**src/rtl/maze_wall_map_defines.svh**
```systemverilog
// Assertion macros shared by the wall map RTL.
// Each macro assumes a signal named clock in the calling scope; MWM_ASSERT also needs reset.
`ifndef MAZE_WALL_MAP_DEFINES_SVH
`define MAZE_WALL_MAP_DEFINES_SVH

`ifndef ASSERT_OFF
`define MWM_ASSERT(lbl, prop, msg) \
   lbl: assert property (@(posedge clock) disable iff (reset) prop) else $error(msg);
`define MWM_ASSERT_ALWAYS(lbl, prop, msg) \
   lbl: assert property (@(posedge clock) prop) else $error(msg);
`else
`define MWM_ASSERT(lbl, prop, msg)
`define MWM_ASSERT_ALWAYS(lbl, prop, msg)
`endif

`endif

```
**src/rtl/mwm_pkg.sv**
```systemverilog
package mwm_pkg;

   localparam int GRID_SIZE  = 16;
   localparam int GRID_DEPTH = GRID_SIZE * GRID_SIZE;
   localparam int IDX_W      = $clog2(GRID_DEPTH);

   localparam int COORD_W   = 4;
   localparam int HEADING_W = 2;
   localparam int CODE_W    = 2;
   localparam int NUM_SIDES = 4;
   localparam int CELL_W    = NUM_SIDES * CODE_W;

   localparam int QUEUE_DEPTH = 2;
   localparam int QPTR_W      = (QUEUE_DEPTH > 1) ? $clog2(QUEUE_DEPTH) : 1;
   localparam int QCNT_W      = $clog2(QUEUE_DEPTH + 1);

   localparam logic CMD_UPDATE = 1'b0;

   // Absolute sides.
   localparam logic [1:0] SIDE_EAST  = 2'd0;
   localparam logic [1:0] SIDE_NORTH = 2'd1;
   localparam logic [1:0] SIDE_WEST  = 2'd2;
   localparam logic [1:0] SIDE_SOUTH = 2'd3;

   // Sides relative to the heading.
   localparam logic [1:0] REL_FRONT = 2'd0;
   localparam logic [1:0] REL_LEFT  = 2'd1;
   localparam logic [1:0] REL_BACK  = 2'd2;
   localparam logic [1:0] REL_RIGHT = 2'd3;

   localparam logic [CODE_W-1:0] CODE_UNKNOWN = 2'd0;
   localparam logic [CODE_W-1:0] CODE_WALL    = 2'd1;

   // Cells visited by the back end, in order.
   localparam int STEP_W = 3;
   localparam logic [STEP_W-1:0] STEP_CENTER = 3'd0;
   localparam logic [STEP_W-1:0] STEP_EAST   = 3'd1;
   localparam logic [STEP_W-1:0] STEP_NORTH  = 3'd2;
   localparam logic [STEP_W-1:0] STEP_WEST   = 3'd3;
   localparam logic [STEP_W-1:0] STEP_SOUTH  = 3'd4;

   typedef logic [NUM_SIDES-1:0][CODE_W-1:0] code_vec_type;

   typedef struct packed {
      logic                 cmd;
      logic [COORD_W-1:0]   cell_x;
      logic [COORD_W-1:0]   cell_y;
      logic [HEADING_W-1:0] heading;
      code_vec_type         codes;
      logic                 in_grid;
      logic [NUM_SIDES-1:0] nb_en;
   } job_type;

   typedef struct packed {
      logic front_known;
      logic left_known;
      logic right_known;
      logic left_solid;
      logic right_solid;
      logic back_solid;
   } report_type;

   typedef enum logic [1:0] {
      BK_IDLE,
      BK_RUN,
      BK_REPORT
   } bk_state_type;

   function automatic logic [CODE_W-1:0] side_code(input logic [CELL_W-1:0] walls,
                                                  input logic [1:0] side);
      return walls[side*CODE_W +: CODE_W];
   endfunction

endpackage

```
**src/rtl/mwm_if.sv**
```systemverilog
interface mwm_req_if
   import mwm_pkg::*;
();
   logic                 valid;
   logic                 ready;
   logic                 cmd;
   logic [COORD_W-1:0]   cell_x;
   logic [COORD_W-1:0]   cell_y;
   logic [HEADING_W-1:0] heading;
   logic [CODE_W-1:0]    front_code;
   logic [CODE_W-1:0]    back_code;
   logic [CODE_W-1:0]    left_code;
   logic [CODE_W-1:0]    right_code;

   modport source (output valid, cmd, cell_x, cell_y, heading, front_code, back_code,
                   left_code, right_code, input ready);
   modport sink (input valid, cmd, cell_x, cell_y, heading, front_code, back_code,
                 left_code, right_code, output ready);
endinterface

interface mwm_rsp_if;
   logic valid;
   logic ready;
   logic front_known;
   logic left_known;
   logic right_known;
   logic left_solid;
   logic right_solid;
   logic back_solid;

   modport source (output valid, front_known, left_known, right_known, left_solid,
                   right_solid, back_solid, input ready);
   modport sink (input valid, front_known, left_known, right_known, left_solid,
                 right_solid, back_solid, output ready);
endinterface

```
**src/rtl/mwm_ram.sv**
```systemverilog
module mwm_ram #(
   parameter int WIDTH = 8,
   parameter int DEPTH = 256
) (
   input  logic                     clock,
   input  logic                     wr_en,
   input  logic [$clog2(DEPTH)-1:0] wr_addr,
   input  logic [WIDTH-1:0]         wr_data,
   input  logic                     rd_en,
   input  logic [$clog2(DEPTH)-1:0] rd_addr,
   output logic [WIDTH-1:0]         rd_data
);
   logic [WIDTH-1:0] mem_ff [DEPTH];
   logic [WIDTH-1:0] rd_data_ff;

   always_ff @(posedge clock) begin
      if (wr_en) begin
         mem_ff[wr_addr] <= wr_data;
      end
      if (rd_en) begin
         rd_data_ff <= mem_ff[rd_addr];
      end
   end

   assign rd_data = rd_data_ff;
endmodule

```
**src/rtl/mwm_front.sv**
```systemverilog
`include "maze_wall_map_defines.svh"

module mwm_front
   import mwm_pkg::*;
(
   input  logic    clock,
   input  logic    reset,
   mwm_req_if.sink req_port,
   output job_type job,
   output logic    job_valid,
   input  logic    job_pop
);
   job_type           q_ff [QUEUE_DEPTH];
   logic [QPTR_W-1:0] wr_ptr_ff, wr_ptr_in;
   logic [QPTR_W-1:0] rd_ptr_ff, rd_ptr_in;
   logic [QCNT_W-1:0] count_ff, count_in;
   job_type           job_in;
   logic              push;
   logic              pop;

   function automatic logic [QPTR_W-1:0] next_ptr(input logic [QPTR_W-1:0] p);
      return (p == QPTR_W'(QUEUE_DEPTH - 1)) ? '0 : p + 1'b1;
   endfunction

   // Classify the word: rotate the seen codes to absolute sides and work out
   // which neighbors lie inside the grid.
   always_comb begin
      logic [1:0] rel;
      job_in         = '0;
      job_in.cmd     = req_port.cmd;
      job_in.cell_x  = req_port.cell_x;
      job_in.cell_y  = req_port.cell_y;
      job_in.heading = req_port.heading;
      for (int d = 0; d < NUM_SIDES; d++) begin
         rel = 2'(d) - req_port.heading;
         unique case (rel)
            REL_FRONT: job_in.codes[d] = req_port.front_code;
            REL_LEFT:  job_in.codes[d] = req_port.left_code;
            REL_BACK:  job_in.codes[d] = req_port.back_code;
            REL_RIGHT: job_in.codes[d] = req_port.right_code;
         endcase
      end
      job_in.in_grid = (int'(req_port.cell_x) < GRID_SIZE) &&
                       (int'(req_port.cell_y) < GRID_SIZE);
      job_in.nb_en[SIDE_EAST]  = job_in.in_grid && (int'(req_port.cell_x) + 1 < GRID_SIZE);
      job_in.nb_en[SIDE_NORTH] = job_in.in_grid && (int'(req_port.cell_y) + 1 < GRID_SIZE);
      job_in.nb_en[SIDE_WEST]  = job_in.in_grid && (req_port.cell_x != '0);
      job_in.nb_en[SIDE_SOUTH] = job_in.in_grid && (req_port.cell_y != '0);
   end

   assign req_port.ready = (count_ff != QCNT_W'(QUEUE_DEPTH));
   assign push           = req_port.valid && req_port.ready;
   assign job_valid      = (count_ff != '0);
   assign pop            = job_pop && job_valid;
   assign job            = q_ff[rd_ptr_ff];

   always_comb begin
      wr_ptr_in = push ? next_ptr(wr_ptr_ff) : wr_ptr_ff;
      rd_ptr_in = pop ? next_ptr(rd_ptr_ff) : rd_ptr_ff;
      count_in  = count_ff;
      if (push && !pop) begin
         count_in = count_ff + 1'b1;
      end else if (pop && !push) begin
         count_in = count_ff - 1'b1;
      end
   end

   always_ff @(posedge clock) begin
      if (reset) begin
         wr_ptr_ff <= '0;
         rd_ptr_ff <= '0;
         count_ff  <= '0;
      end else begin
         wr_ptr_ff <= wr_ptr_in;
         rd_ptr_ff <= rd_ptr_in;
         count_ff  <= count_in;
      end
   end

   always_ff @(posedge clock) begin
      if (push) begin
         q_ff[wr_ptr_ff] <= job_in;
      end
   end

   `MWM_ASSERT(a_count_bound, count_ff <= QCNT_W'(QUEUE_DEPTH), "queue count overflow")
   `MWM_ASSERT(a_count_grows, (push && !pop) |=> (count_ff == $past(count_ff) + 1'b1),
               "queue count did not grow on push")
   `MWM_ASSERT(a_full_not_ready, (count_ff == QCNT_W'(QUEUE_DEPTH)) |-> !req_port.ready,
               "queue full but still ready")
endmodule

```
**src/rtl/mwm_back.sv**
```systemverilog
`include "maze_wall_map_defines.svh"

module mwm_back
   import mwm_pkg::*;
(
   input  logic      clock,
   input  logic      reset,
   input  job_type   job,
   input  logic      job_valid,
   output logic      job_pop,
   mwm_rsp_if.source rsp_port
);
   bk_state_type      state_ff, state_in;
   logic [STEP_W-1:0] step_ff, step_in;
   job_type           job_ff;

   // Read issue side: the cell chosen by the current step.
   logic              issue;
   logic [IDX_W-1:0]  tgt_addr;
   logic [NUM_SIDES-1:0] tgt_mask;
   code_vec_type      tgt_codes;
   logic              tgt_en;

   // Write side, in the cycle after the read.
   logic              pend_ff, pend_in;
   logic              pend_write_ff, pend_write_in;
   logic              pend_center_ff, pend_center_in;
   logic [IDX_W-1:0]  pend_addr_ff;
   logic [NUM_SIDES-1:0] pend_mask_ff;
   code_vec_type      pend_codes_ff;

   logic [GRID_DEPTH-1:0] valid_ff, valid_in;
   logic              valid_rd_ff;
   logic [CELL_W-1:0] ram_rd_data;
   logic [CELL_W-1:0] old_cell;
   logic [CELL_W-1:0] new_cell;
   logic              ram_wr_en;

   logic [CELL_W-1:0] center_ff, center_in;
   logic              rsp_valid_ff, rsp_valid_in;
   report_type        rsp_ff, rsp_in;
   logic              slot_free;
   logic              rsp_load;

   function automatic logic [IDX_W-1:0] cell_index(input int cx, input int cy);
      return IDX_W'(cy * GRID_SIZE + cx);
   endfunction

   assign slot_free = !rsp_valid_ff || rsp_port.ready;

   // Next state.
   always_comb begin
      state_in = state_ff;
      unique case (state_ff)
         BK_IDLE: begin
            if (job_valid) state_in = BK_RUN;
         end
         BK_RUN: begin
            if (step_ff == STEP_SOUTH) state_in = BK_REPORT;
         end
         BK_REPORT: begin
            if (slot_free) state_in = job_valid ? BK_RUN : BK_IDLE;
         end
         default: state_in = BK_IDLE;
      endcase
   end

   // State outputs.
   always_comb begin
      job_pop  = 1'b0;
      issue    = 1'b0;
      rsp_load = 1'b0;
      unique case (state_ff)
         BK_IDLE: begin
            job_pop = job_valid;
         end
         BK_RUN: begin
            issue = 1'b1;
         end
         BK_REPORT: begin
            rsp_load = slot_free;
            job_pop  = slot_free && job_valid;
         end
         default: begin
            job_pop = 1'b0;
         end
      endcase
   end

   always_comb begin
      step_in = step_ff;
      if (job_pop) begin
         step_in = STEP_CENTER;
      end else if (issue) begin
         step_in = step_ff + 1'b1;
      end
   end

   // Pick the cell for this step. A neighbor only gets the facing side.
   always_comb begin
      tgt_addr  = '0;
      tgt_mask  = '0;
      tgt_codes = '0;
      tgt_en    = 1'b0;
      unique case (step_ff)
         STEP_CENTER: begin
            tgt_addr  = cell_index(int'(job_ff.cell_x), int'(job_ff.cell_y));
            tgt_mask  = '1;
            tgt_codes = job_ff.codes;
            tgt_en    = job_ff.in_grid;
         end
         STEP_EAST: begin
            tgt_addr  = cell_index(int'(job_ff.cell_x) + 1, int'(job_ff.cell_y));
            tgt_mask[SIDE_WEST]  = 1'b1;
            tgt_codes[SIDE_WEST] = job_ff.codes[SIDE_EAST];
            tgt_en    = job_ff.nb_en[SIDE_EAST] && (job_ff.cmd == CMD_UPDATE);
         end
         STEP_NORTH: begin
            tgt_addr  = cell_index(int'(job_ff.cell_x), int'(job_ff.cell_y) + 1);
            tgt_mask[SIDE_SOUTH]  = 1'b1;
            tgt_codes[SIDE_SOUTH] = job_ff.codes[SIDE_NORTH];
            tgt_en    = job_ff.nb_en[SIDE_NORTH] && (job_ff.cmd == CMD_UPDATE);
         end
         STEP_WEST: begin
            tgt_addr  = cell_index(int'(job_ff.cell_x) - 1, int'(job_ff.cell_y));
            tgt_mask[SIDE_EAST]  = 1'b1;
            tgt_codes[SIDE_EAST] = job_ff.codes[SIDE_WEST];
            tgt_en    = job_ff.nb_en[SIDE_WEST] && (job_ff.cmd == CMD_UPDATE);
         end
         STEP_SOUTH: begin
            tgt_addr  = cell_index(int'(job_ff.cell_x), int'(job_ff.cell_y) - 1);
            tgt_mask[SIDE_NORTH]  = 1'b1;
            tgt_codes[SIDE_NORTH] = job_ff.codes[SIDE_SOUTH];
            tgt_en    = job_ff.nb_en[SIDE_SOUTH] && (job_ff.cmd == CMD_UPDATE);
         end
         default: begin
            tgt_en = 1'b0;
         end
      endcase
   end

   assign pend_in        = issue && tgt_en;
   assign pend_write_in  = job_ff.cmd == CMD_UPDATE;
   assign pend_center_in = issue && (step_ff == STEP_CENTER);

   mwm_ram #(
      .WIDTH(CELL_W),
      .DEPTH(GRID_DEPTH)
   ) u_grid_ram (
      .clock   (clock),
      .wr_en   (ram_wr_en),
      .wr_addr (pend_addr_ff),
      .wr_data (new_cell),
      .rd_en   (pend_in),
      .rd_addr (tgt_addr),
      .rd_data (ram_rd_data)
   );

   // A cell never written since reset reads as all unknown.
   assign old_cell  = valid_rd_ff ? ram_rd_data : '0;
   assign ram_wr_en = pend_ff && pend_write_ff;

   always_comb begin
      new_cell = old_cell;
      for (int d = 0; d < NUM_SIDES; d++) begin
         if (pend_write_ff && pend_mask_ff[d] &&
             (old_cell[d*CODE_W +: CODE_W] == CODE_UNKNOWN)) begin
            new_cell[d*CODE_W +: CODE_W] = pend_codes_ff[d];
         end
      end
   end

   always_comb begin
      valid_in = valid_ff;
      if (ram_wr_en) begin
         valid_in[pend_addr_ff] = 1'b1;
      end
   end

   // An out-of-grid cell reports as all zero.
   assign center_in = pend_ff ? new_cell : '0;

   always_comb begin
      logic [1:0] h;
      h = job_ff.heading;
      rsp_in.front_known = side_code(center_ff, h) != CODE_UNKNOWN;
      rsp_in.left_known  = side_code(center_ff, h + REL_LEFT) != CODE_UNKNOWN;
      rsp_in.right_known = side_code(center_ff, h + REL_RIGHT) != CODE_UNKNOWN;
      rsp_in.left_solid  = side_code(center_ff, h + REL_LEFT) == CODE_WALL;
      rsp_in.right_solid = side_code(center_ff, h + REL_RIGHT) == CODE_WALL;
      rsp_in.back_solid  = side_code(center_ff, h + REL_BACK) == CODE_WALL;
   end

   assign rsp_valid_in = rsp_load || (rsp_valid_ff && !rsp_port.ready);

   always_ff @(posedge clock) begin
      if (reset) begin
         state_ff     <= BK_IDLE;
         step_ff      <= STEP_CENTER;
         pend_ff      <= 1'b0;
         valid_ff     <= '0;
         rsp_valid_ff <= 1'b0;
      end else begin
         state_ff     <= state_in;
         step_ff      <= step_in;
         pend_ff      <= pend_in;
         valid_ff     <= valid_in;
         rsp_valid_ff <= rsp_valid_in;
      end
   end

   always_ff @(posedge clock) begin
      if (job_pop) begin
         job_ff <= job;
      end
      pend_write_ff  <= pend_write_in;
      pend_center_ff <= pend_center_in;
      pend_addr_ff   <= tgt_addr;
      pend_mask_ff   <= tgt_mask;
      pend_codes_ff  <= tgt_codes;
      if (pend_in) begin
         valid_rd_ff <= valid_ff[tgt_addr];
      end
      if (pend_center_ff) begin
         center_ff <= center_in;
      end
      if (rsp_load) begin
         rsp_ff <= rsp_in;
      end
   end

   assign rsp_port.valid       = rsp_valid_ff;
   assign rsp_port.front_known = rsp_ff.front_known;
   assign rsp_port.left_known  = rsp_ff.left_known;
   assign rsp_port.right_known = rsp_ff.right_known;
   assign rsp_port.left_solid  = rsp_ff.left_solid;
   assign rsp_port.right_solid = rsp_ff.right_solid;
   assign rsp_port.back_solid  = rsp_ff.back_solid;

   `MWM_ASSERT(a_write_only_update, ram_wr_en |-> (job_ff.cmd == CMD_UPDATE),
               "grid written by a report-only word")
   `MWM_ASSERT(a_idle_no_write, (state_ff == BK_IDLE) |-> !ram_wr_en,
               "grid written while idle")
   `MWM_ASSERT(a_rsp_from_report, $rose(rsp_valid_ff) |-> ($past(state_ff) == BK_REPORT),
               "response raised outside the report state")
endmodule

```
**src/rtl/maze_wall_map.sv**
```systemverilog
// Wall map of a 16 x 16 maze grid. Each cell keeps four 2-bit wall codes,
// one per absolute side (0 unknown, 1 wall, 2 and 3 open or seen).
// The req channel carries one word per sensing event: a command (update or
// report only), the cell, the heading and the four codes seen relative to the
// heading. An update fills only codes that are still unknown, in the cell and
// in the facing side of each neighbor inside the grid. Every word returns one
// rsp word with the cell's walls relative to the heading, read after the
// update.
// In the back end a word steps through the cell and its four neighbors, reading
// each one inside the grid (only the cell for a report-only word) through the
// single grid RAM read port, with each write in the cycle after its read, and
// then loads the response. The back end takes the next word only while idle
// or as it loads the response of the last one.
// Reset clears the whole grid at once through a valid bit per cell, so the
// block accepts words as soon as reset is released. When the rsp receiver
// stalls, the response register holds and a two-word queue keeps accepting
// requests until it fills, after which req ready drops.
module maze_wall_map
   import mwm_pkg::*;
(
   input logic       clock,
   input logic       reset,
   mwm_req_if.sink   req_port,
   mwm_rsp_if.source rsp_port
);
   job_type job;
   logic    job_valid;
   logic    job_pop;

   mwm_front u_front (
      .clock     (clock),
      .reset     (reset),
      .req_port  (req_port),
      .job       (job),
      .job_valid (job_valid),
      .job_pop   (job_pop)
   );

   mwm_back u_back (
      .clock     (clock),
      .reset     (reset),
      .job       (job),
      .job_valid (job_valid),
      .job_pop   (job_pop),
      .rsp_port  (rsp_port)
   );
endmodule
```
**src/flat_wrapper.sv**
```systemverilog
// flat-port wrapper written by rule: the top's interface ports become plain ports
module maze_wall_map_flat import mwm_pkg::*;
  (clock, reset, req_port_valid, req_port_cmd, req_port_cell_x, req_port_cell_y, req_port_heading, req_port_front_code, req_port_back_code, req_port_left_code, req_port_right_code, req_port_ready, rsp_port_valid, rsp_port_front_known, rsp_port_left_known, rsp_port_right_known, rsp_port_left_solid, rsp_port_right_solid, rsp_port_back_solid, rsp_port_ready);
  mwm_req_if req_port_i ();
  mwm_rsp_if rsp_port_i ();
  input logic clock;
  input logic reset;
  input wire logic [$bits(req_port_i.valid)-1:0] req_port_valid;
  input wire logic [$bits(req_port_i.cmd)-1:0] req_port_cmd;
  input wire logic [$bits(req_port_i.cell_x)-1:0] req_port_cell_x;
  input wire logic [$bits(req_port_i.cell_y)-1:0] req_port_cell_y;
  input wire logic [$bits(req_port_i.heading)-1:0] req_port_heading;
  input wire logic [$bits(req_port_i.front_code)-1:0] req_port_front_code;
  input wire logic [$bits(req_port_i.back_code)-1:0] req_port_back_code;
  input wire logic [$bits(req_port_i.left_code)-1:0] req_port_left_code;
  input wire logic [$bits(req_port_i.right_code)-1:0] req_port_right_code;
  output wire logic [$bits(req_port_i.ready)-1:0] req_port_ready;
  output wire logic [$bits(rsp_port_i.valid)-1:0] rsp_port_valid;
  output wire logic [$bits(rsp_port_i.front_known)-1:0] rsp_port_front_known;
  output wire logic [$bits(rsp_port_i.left_known)-1:0] rsp_port_left_known;
  output wire logic [$bits(rsp_port_i.right_known)-1:0] rsp_port_right_known;
  output wire logic [$bits(rsp_port_i.left_solid)-1:0] rsp_port_left_solid;
  output wire logic [$bits(rsp_port_i.right_solid)-1:0] rsp_port_right_solid;
  output wire logic [$bits(rsp_port_i.back_solid)-1:0] rsp_port_back_solid;
  input wire logic [$bits(rsp_port_i.ready)-1:0] rsp_port_ready;
  assign req_port_i.valid = req_port_valid;
  assign req_port_i.cmd = req_port_cmd;
  assign req_port_i.cell_x = req_port_cell_x;
  assign req_port_i.cell_y = req_port_cell_y;
  assign req_port_i.heading = req_port_heading;
  assign req_port_i.front_code = req_port_front_code;
  assign req_port_i.back_code = req_port_back_code;
  assign req_port_i.left_code = req_port_left_code;
  assign req_port_i.right_code = req_port_right_code;
  assign req_port_ready = req_port_i.ready;
  assign rsp_port_valid = rsp_port_i.valid;
  assign rsp_port_front_known = rsp_port_i.front_known;
  assign rsp_port_left_known = rsp_port_i.left_known;
  assign rsp_port_right_known = rsp_port_i.right_known;
  assign rsp_port_left_solid = rsp_port_i.left_solid;
  assign rsp_port_right_solid = rsp_port_i.right_solid;
  assign rsp_port_back_solid = rsp_port_i.back_solid;
  assign rsp_port_i.ready = rsp_port_ready;
  maze_wall_map u_core (.clock(clock), .reset(reset), .req_port(req_port_i), .rsp_port(rsp_port_i));
endmodule
```
**config.mk**
```make
export PLATFORM = sky130hd
export DESIGN_NAME = maze_wall_map_flat
export DESIGN_NICKNAME = d
export VERILOG_FILES = /design/src/rtl/mwm_pkg.sv /design/src/rtl/mwm_if.sv /design/src/rtl/mwm_ram.sv /design/src/rtl/mwm_front.sv /design/src/rtl/mwm_back.sv /design/src/rtl/maze_wall_map.sv /design/src/flat_wrapper.sv
export VERILOG_INCLUDE_DIRS = /design/src /design/src/rtl
export SDC_FILE = /design/constraint.sdc
export NUM_CORES = 2
export LEC_CHECK = 0
export ABC_AREA = 1
export BUFFER_PORTS_ARGS = -buffer_cell sky130_fd_sc_hd__clkbuf_2
export CAP_MARGIN = 20
export CORE_ASPECT_RATIO = 0.6
export CORE_MARGIN = 5
export CORE_UTILIZATION = 40
export CTS_BUF_LIST = sky130_fd_sc_hd__clkbuf_4 sky130_fd_sc_hd__clkbuf_8 sky130_fd_sc_hd__clkbuf_16
export CTS_CLUSTER_DIAMETER = 100
export DETAILED_ROUTE_END_ITERATION = 6
export PLACE_DENSITY_LB_ADDON = 0.12
export SYNTH_ARGS = -nofsm -noshare
export SYNTH_HDL_FRONTEND = slang
export SYNTH_SLANG_ARGS = --single-unit
```
**constraint.sdc**
```tcl
create_clock -name clock -period 4.4 [get_ports clock]
set_input_delay 0.66 -clock clock [delete_from_list [all_inputs] [get_ports clock]]
set_output_delay 0.66 -clock clock [all_outputs]
set_load 0.01 [all_outputs]
```
# Word-level counts from Yosys, hierarchy flattened
# Memory sizes are Yosys's and may differ from the RTL's. A register that Yosys moved wholly into a read port is not among the register bits.
# Cells that the tools add are included.
[word_totals]
input_bits = 23
n_memories = 2
romBits = 0
ram_bits = 2094
latch_bits = 0
ff_bits = 305
elab_cells = 176
[mem_list]
columns = ["memory", "words", "width", "read_ports", "rd_clocked_by_memory_dff", "write_ports", "line", "rtl"]
rows = [
  ["u_core.u_back.u_grid_ram.mem_ff", 256, 8, 1, 1, 1, "mwm_ram.sv:13", "logic [WIDTH-1:0] mem_ff [DEPTH];"],
  ["u_core.u_front.q_ff", 2, 23, 1, 1, 1, "mwm_front.sv:13", "job_type q_ff [QUEUE_DEPTH];"],
]
[classes]
div_mod_pow = 0
n_mul = 0
shifts = 4
add_sub_neg = 23
bitwise = 2
order_cmp = 5
reduce_logical = 51
eq_ne = 25
n_mux = 39
[ops]
columns = ["cell", "n"]
rows = [
  ["$or A256 B256 Y256", 1],
  ["$pmux W8 S5", 1],
  ["$pmux W2 S4", 4],
  ["$shiftx A8 B4 Y2", 4],
  ["$add A8 B5 Y8", 3],
  ["$logic_and A1 B1 Y1", 22],
  ["$eq A2 B2 Y1 const B", 9],
  ["$logic_not A2 Y1", 9],
  ["$lt A8 B9 Y1 const B", 2],
  ["$mux W2", 9],
  ["$add A8 B4 Y8", 2],
  ["$eq A2 B1 Y1 const B", 8],
  ["$pmux W2 S2", 4],
  ["$add A4 B1 Y5 const B", 3],
  ["$mux W1", 15],
  ["$lt A5 B5 Y1 const B", 2],
  ["$reduce_bool A2 Y1", 5],
  ["$reduce_or A2 Y1", 5],
  ["$bmux W1 S8", 1],
  ["$demux W1 S8", 1],
  ["$ge A8 B1 Y1 const B", 1],
  ["$mux W8", 1],
  ["$ne A2 B2 Y1 const B", 4],
  ["$reduce_bool A4 Y1", 2],
  ["other kinds (21)", 31],
]

# Logic depth before layout (Yosys ltp)
[depth]
ltp_word = 8
ltp_mapped = 20
ltp_nobuf = 18

# By module
# From an unflattened synthesis, not the netlist that was laid out.
[hier_totals]
hier_cells = 9232
hier_area_um2 = 100268.7
[modules_own_cells]
columns = ["mod", "seq_area_each_um2", "area_each_um2", "cells_per_inst", "instances"]
rows = [
  ["mwm_ram", 61739.2, 83476.3, 7003, 1],
  ["mwm_back", 6876.6, 14640.3, 2064, 1],
  ["mwm_front", 1481.4, 2152.1, 165, 1],
]

# Least setup slack after synthesis
# OpenSTA, ideal clock, no wires.
[synth_timing]
path_kind = "register to register"
from = "register u_core.u_back.valid_rd_ff"
to = "memory u_core.u_back.u_grid_ram.mem_ff[0][2], data pin"
setup_ns = 0.822
arrival_time_ns = 4.036
n_path_buf = 1
t_required_ns = 3.578
path_stages_with_launch = 7
setup_slack_ns = -0.459
cell_sequence = "edfxtp_1 -> clkbuf_1 -> nand2_1 -> nand3_1 -> a21oi_1 -> nand2_1 -> nand2_1"
[synth_via]
elab_chain_len = 4
[synth_rtl]
columns = ["item", "line", "rtl"]
rows = [
  ["start, declared", "mwm_back.sv:33", "logic valid_rd_ff;"],
  ["start signal, assigned", "mwm_back.sv:222", "valid_rd_ff <= valid_ff[tgt_addr];"],
  ["$mux W8 *", "mwm_back.sv:160", "assign old_cell = valid_rd_ff ? ram_rd_data : '0;"],
  ["$logic_not A2 Y1", "mwm_back.sv:167", "(old_cell[d*CODE_W +: CODE_W] == CODE_UNKNOWN)) begin"],
  ["$logic_and A1 B1 Y1", "mwm_back.sv:166", "if (pend_write_ff && pend_mask_ff[d] &&"],
  ["$mux W2 *", "mwm_back.sv:166", ""],
  ["named net u_core.u_back.new_cell[2]", "mwm_back.sv:36", "logic [CELL_W-1:0] new_cell;"],
  ["end, declared", "mwm_ram.sv:13", ""],
]
# The timed path passes the listed nets; every way through them passes the cells marked *.

# Worst setup path after layout
[layout_timing]
from = "register u_core.u_back.step_ff[0]"
to = "register u_core.u_back.u_grid_ram.rd_data_ff[0], in the netlist u_core.u_back.u_grid_ram.rd_data[0], read port of u_core.u_back.u_grid_ram.mem_ff, data pin"
[layout_via]
elab_chain_len = 3
word_cells_on_any_way = 8
cone_classes = "eq/ne: 4; mux: 2; reduce/logical: 2"
[layout_rtl]
columns = ["item", "line", "rtl"]
rows = [
  ["start, declared", "mwm_back.sv:14", "logic [STEP_W-1:0] step_ff, step_in;"],
  ["start signal, assigned", "mwm_back.sv:205", "step_ff <= step_in;"],
  ["$eq A3 B3 Y1 (tied with other cells)", "mwm_back.sv:105", "unique case (step_ff)"],
  ["$pmux W1 S5", "mwm_back.sv:105", ""],
  ["$logic_and A1 B1 Y1", "mwm_back.sv:142", "assign pend_in = issue && tgt_en;"],
  ["end, declared", "mwm_ram.sv:14", "logic [WIDTH-1:0] rd_data_ff;"],
]
# Parallel ways exist; a longest one is shown, timed or not.
# A chain may end at the register's enable or synchronous reset.

==> results.json <==
{
  "wl_per_cell_um": 24.8,
  "rr_startpoint": "u_core.u_back.step_ff[0]$_SDFFE_PP0N_",
  "startpoint": "u_core.u_back.step_ff[0]$_SDFFE_PP0N_",
  "synth.avg_cell_area_um2": 10.2,
  "synth_top_family_by_area": "simple AND/OR/NAND/NOR gates",
  "synth_mux_area_frac": 0,
  "grt_max_degree": 130,
  "fin_crit_sh": 0.979,
  "port_buffers": 30,
  "rows": 146,
  "via_per_inst": 5.41,
  "hold_viol_final": 0,
  "tns_ns": 0,
  "fin_skew_ns": 0.0606,
  "globalplace.congestion": 0.866,
  "cp_data_required_time_ns": 5.17,
  "antenna_left": 0,
  "die_area_um2": 276000,
  "drive_gt1_frac": 0.0768,
  "synth_xor_xnor_area_share": 0.000248,
  "cts_tree": "done",
  "grtUsageMet3": 0.0464,
  "worst_slew_pin_slew_ns": 1.15,
  "synth_cell_type_count": 36,
  "grt-ovfl-total": 0,
  "fmax_mhz": 232,
  "grt_pass1_vias": 70710,
  "grt_pass1_wl_mm": 506,
  "synth-simple-area-share": 0.255,
  "arrival_ns": 5.08,
  "fp.dieH_um": 409,
  "setup_viol": 0,
  "syn_inst": 10350,
  "yosys_warnings": 0,
  "reg2reg_to": "u_core.u_back.u_grid_ram.rd_data[0]$_DFFE_PP_",
  "synth-compound-area-share": 0.00724,
  "rsz0062_at_grt": "false",
  "path_delay_family": "simple AND/OR/NAND/NOR gates",
  "hpwl_mm": 209,
  "final_max_slew_viol_count": 0,
  "syn_nets": 10384,
  "areaGrowthSynthToFinish_pct": 12.9,
  "met2_usage": 0.342,
  "holdCritStartpoint": "req_port_cell_x[0]",
  "worstHoldPathType": "in2reg",
  "status": "finished, final reports clean",
  "synth.ff_latch_count": 2429,
  "critPathMaxStageDelay_ns": 0.41,
  "maxCapViolations": 0,
  "period_needed_ns": 4.31,
  "gr-usage-met1": 0.393,
  "htree_levels": 4,
  "cp-start-kind": "flip-flop",
  "whs_endpoint": "u_core.u_front.q_ff[1][18]$_DFFE_PP_",
  "crit_chain": "inv_1 -> ha_1 -> nand2_2 -> nand2_1 -> nor2_2 -> nand2_8 -> nand2_8 -> buf_16 -> nand2_1 -> nand3_1 -> nand2_1 -> nand2_1 -> nand3_1 -> nand3_1 -> nand3_1 -> buf_4 -> nand3_1 -> nand3_2 -> nand2_1",
  "fillCellCount": 24599,
  "synth_edf_count": 2140,
  "wirelength_mm": 348,
  "antenna_found_initial": 19,
  "rr_worst_depth": 19,
  "top_usage_layer": "met1",
  "ff2ff_setup_slack_ns": 0.09,
  "via_count": 75996,
  "path_buf_inv": 3,
  "synthFlopType": "edfxtp_1",
  "track_usage": 0.246,
  "fp.dieW_um": 675,
  "yosysSeqAreaShare": 0.660,
  "clkSinkCount": 2429,
  "end_kind": "flip-flop",
  "syn_area_um2": 106000,
  "critPathSlowestCell": "dfxtp_1",
  "holdPathStages": 1,
  "core_area_um2": 264000,
  "crit_type": "reg2reg",
  "clockBufferDepth": 4,
  "cts_buffers": 233,
  "slew_headroom": 0.231,
  "clk_pin_slew_ns": 0.07,
  "cp_max_fo": 65,
  "clk_latency_ns": 0.90,
  "first_pass_iters": 6,
  "async_reset_ff_frac": 0,
  "drtIter0Drc": 9409,
  "synth_fa_ha_area_frac": 0.00130,
  "ios": 31,
  "cts_root_buf": "clkbuf_16",
  "finalNetCount": 10321,
  "drcViolationCount": 0,
  "start_util": 0.402
}
==> worst max path at each step <==
stage                     slack (ns)  cells after the start                                               to
final                           0.09                     19    u_core.u_back.u_grid_ram.rd_data[0]$_DFFE_PP_
after global routing            0.01                     17    u_core.u_back.u_grid_ram.rd_data[5]$_DFFE_PP_
after CTS                       0.07                     19              u_core.u_back.valid_rd_ff$_DFFE_PP_
after detailed placement        0.08                     19              u_core.u_back.valid_rd_ff$_DFFE_PP_
after global placement          0.03                     19              u_core.u_back.valid_rd_ff$_DFFE_PP_
after floorplan                 1.13                      6  u_core.u_back.u_grid_ram.mem_ff[0][2]$_DFFE_PP_
==> worst reg2reg max path, stage by stage (launching register included) <==
cell     delay, ns
dfxtp_1       0.41
inv_1         0.11
ha_1          0.27
nand2_2       0.17
nand2_1       0.09
nor2_2        0.24
nand2_8       0.21
nand2_8       0.28
buf_16        0.31
nand2_1       0.16
nand3_1       0.08
nand2_1       0.07
nand2_1       0.14
nand3_1       0.17
nand3_1       0.17
nand3_1       0.35
buf_4         0.34
nand3_1       0.26
nand3_2       0.24
nand2_1       0.12
==> registers in the layout, indices dropped and copies added (netlist names), 2 cells and up <==
signal	cells
u_core.u_back.u_grid_ram.mem_ff	2048
u_core.u_back.valid_ff	256
u_core.u_front.q_ff	46
u_core.u_back.job_ff	23
u_core.u_back.center_ff	8
u_core.u_back.pend_addr_ff	8
u_core.u_back.pend_codes_ff	8
u_core.u_back.u_grid_ram.rd_data	8
u_core.u_back.pend_mask_ff	4
u_core.u_back.step_ff	3
u_core.u_back.state_ff	2
u_core.u_front.count_ff	2
==> routing by layer <==
metal  up-vias  routed length, um  part of all wire
met5         -                  0                 0
met3       405              32800             0.094
met1     37557             165000              0.47
met2      3363             143000              0.41
met4         0               8010             0.023
li1      34671                  -                 -
==> logic make-up (layout without fill, tap and decap cells) <==
group,after synthesis,after routing
simple gates,5717,5717
flops,2429,2429
buf+inv,2059,2191
compound gates,131,131
fa+ha+maj,11,11
xor+xnor,3,3
other cells,0,3
==> cells in the final DEF (no fill, tap or decap), types with 5 or more instances in the layout <==
cell type and count:
clkbuf_2 29, o21a_1 11, clkbuf_4 53, nand2_1 1783, buf_12 85, ha_1 11
dlygate4sd3_1 10, nand2_8 11, edfxtp_1 2140, clkbuf_16 237, buf_4 245, nand3_2 12
o211ai_1 25, clkinv_2 41, dfxtp_1 289, nand4_1 16, inv_2 7, nand3b_1 657
bufinv_16 28, nor3_1 5, clkbuf_8 27, o21ai_0 21, clkinvlp_4 5, nor2_1 853
clkinv_1 39, nand3_1 2364, inv_1 1374, a21oi_1 33, o22ai_1 8, o21ai_1 28
==> metrics by stage <==
stage               utilization  setup slack (ns)  hold slack (ns)  instance area [um^2]  instances
finish                    0.454            0.0937           0.0813                120000      14037
global route              0.454            0.0126           0.0315                120000      14035
CTS                       0.453            0.0657          0.00826                120000      14030
detailed placement        0.423            0.0810            0.447                112000      13590
global placement          0.423            0.0314            0.437                112000      13589
floorplan                     -              1.13            0.389                106000      10350
==> layout make-up <==
| cell class | instances | area [um^2] | area share |
|---|---|---|---|
| Timing Repair Buffer | 373 | 3870 | 0.0323 |
| Clock buffer | 316 | 6690 | 0.0558 |
| Tap cell | 3552 | 4440 | 0.0371 |
| Inverter | 1388 | 5240 | 0.0437 |
| Clock inverter | 114 | 1260 | 0.0105 |
| Sequential cell | 2429 | 70000 | 0.585 |
| Multi-Input combinational cell | 5862 | 28200 | 0.236 |
| Antenna cell | 3 | 7.51 | 0.0000627 |
==> timing repair <==
| item | in CTS | in global routing |
|---|---|---|
| gates resized for setup | 0 | 6 |
| setup buffers | 0 | 2 |
| endpoints found under the setup margin | 0 | 9 |
| hold buffers | 10 | 0 |
| hold endpoints to repair | 20 | 0 |
==> synthesized netlist by cell type, types with 5 or more instances <==
| cell | count | area share |
|---|---|---|
| buf_4 | 10 | 0.00071 |
| ha_1 | 11 | 0.0013 |
| nand3_1 | 2377 | 0.11 |
| o21ai_0 | 21 | 0.00099 |
| a21oi_1 | 33 | 0.0016 |
| inv_1 | 1378 | 0.049 |
| o22ai_1 | 8 | 0.00047 |
| buf_1 | 101 | 0.0036 |
| o21ai_1 | 29 | 0.0014 |
| dfxtp_1 | 289 | 0.055 |
| nor3_1 | 5 | 0.00024 |
| nand4_1 | 16 | 0.00094 |
| inv_2 | 6 | 0.00021 |
| edfxtp_1 | 2140 | 0.61 |
| o21a_1 | 11 | 0.00078 |
| o211ai_1 | 25 | 0.0018 |
| nand3b_1 | 657 | 0.046 |
| clkbuf_1 | 298 | 0.011 |
| buf_2 | 261 | 0.012 |
| nor2_1 | 855 | 0.030 |
| nand2_1 | 1793 | 0.063 |
Power is left out: the tool's default activity adds up to more than one toggle a clock period on the data nets, which glitch-free logic cannot reach.
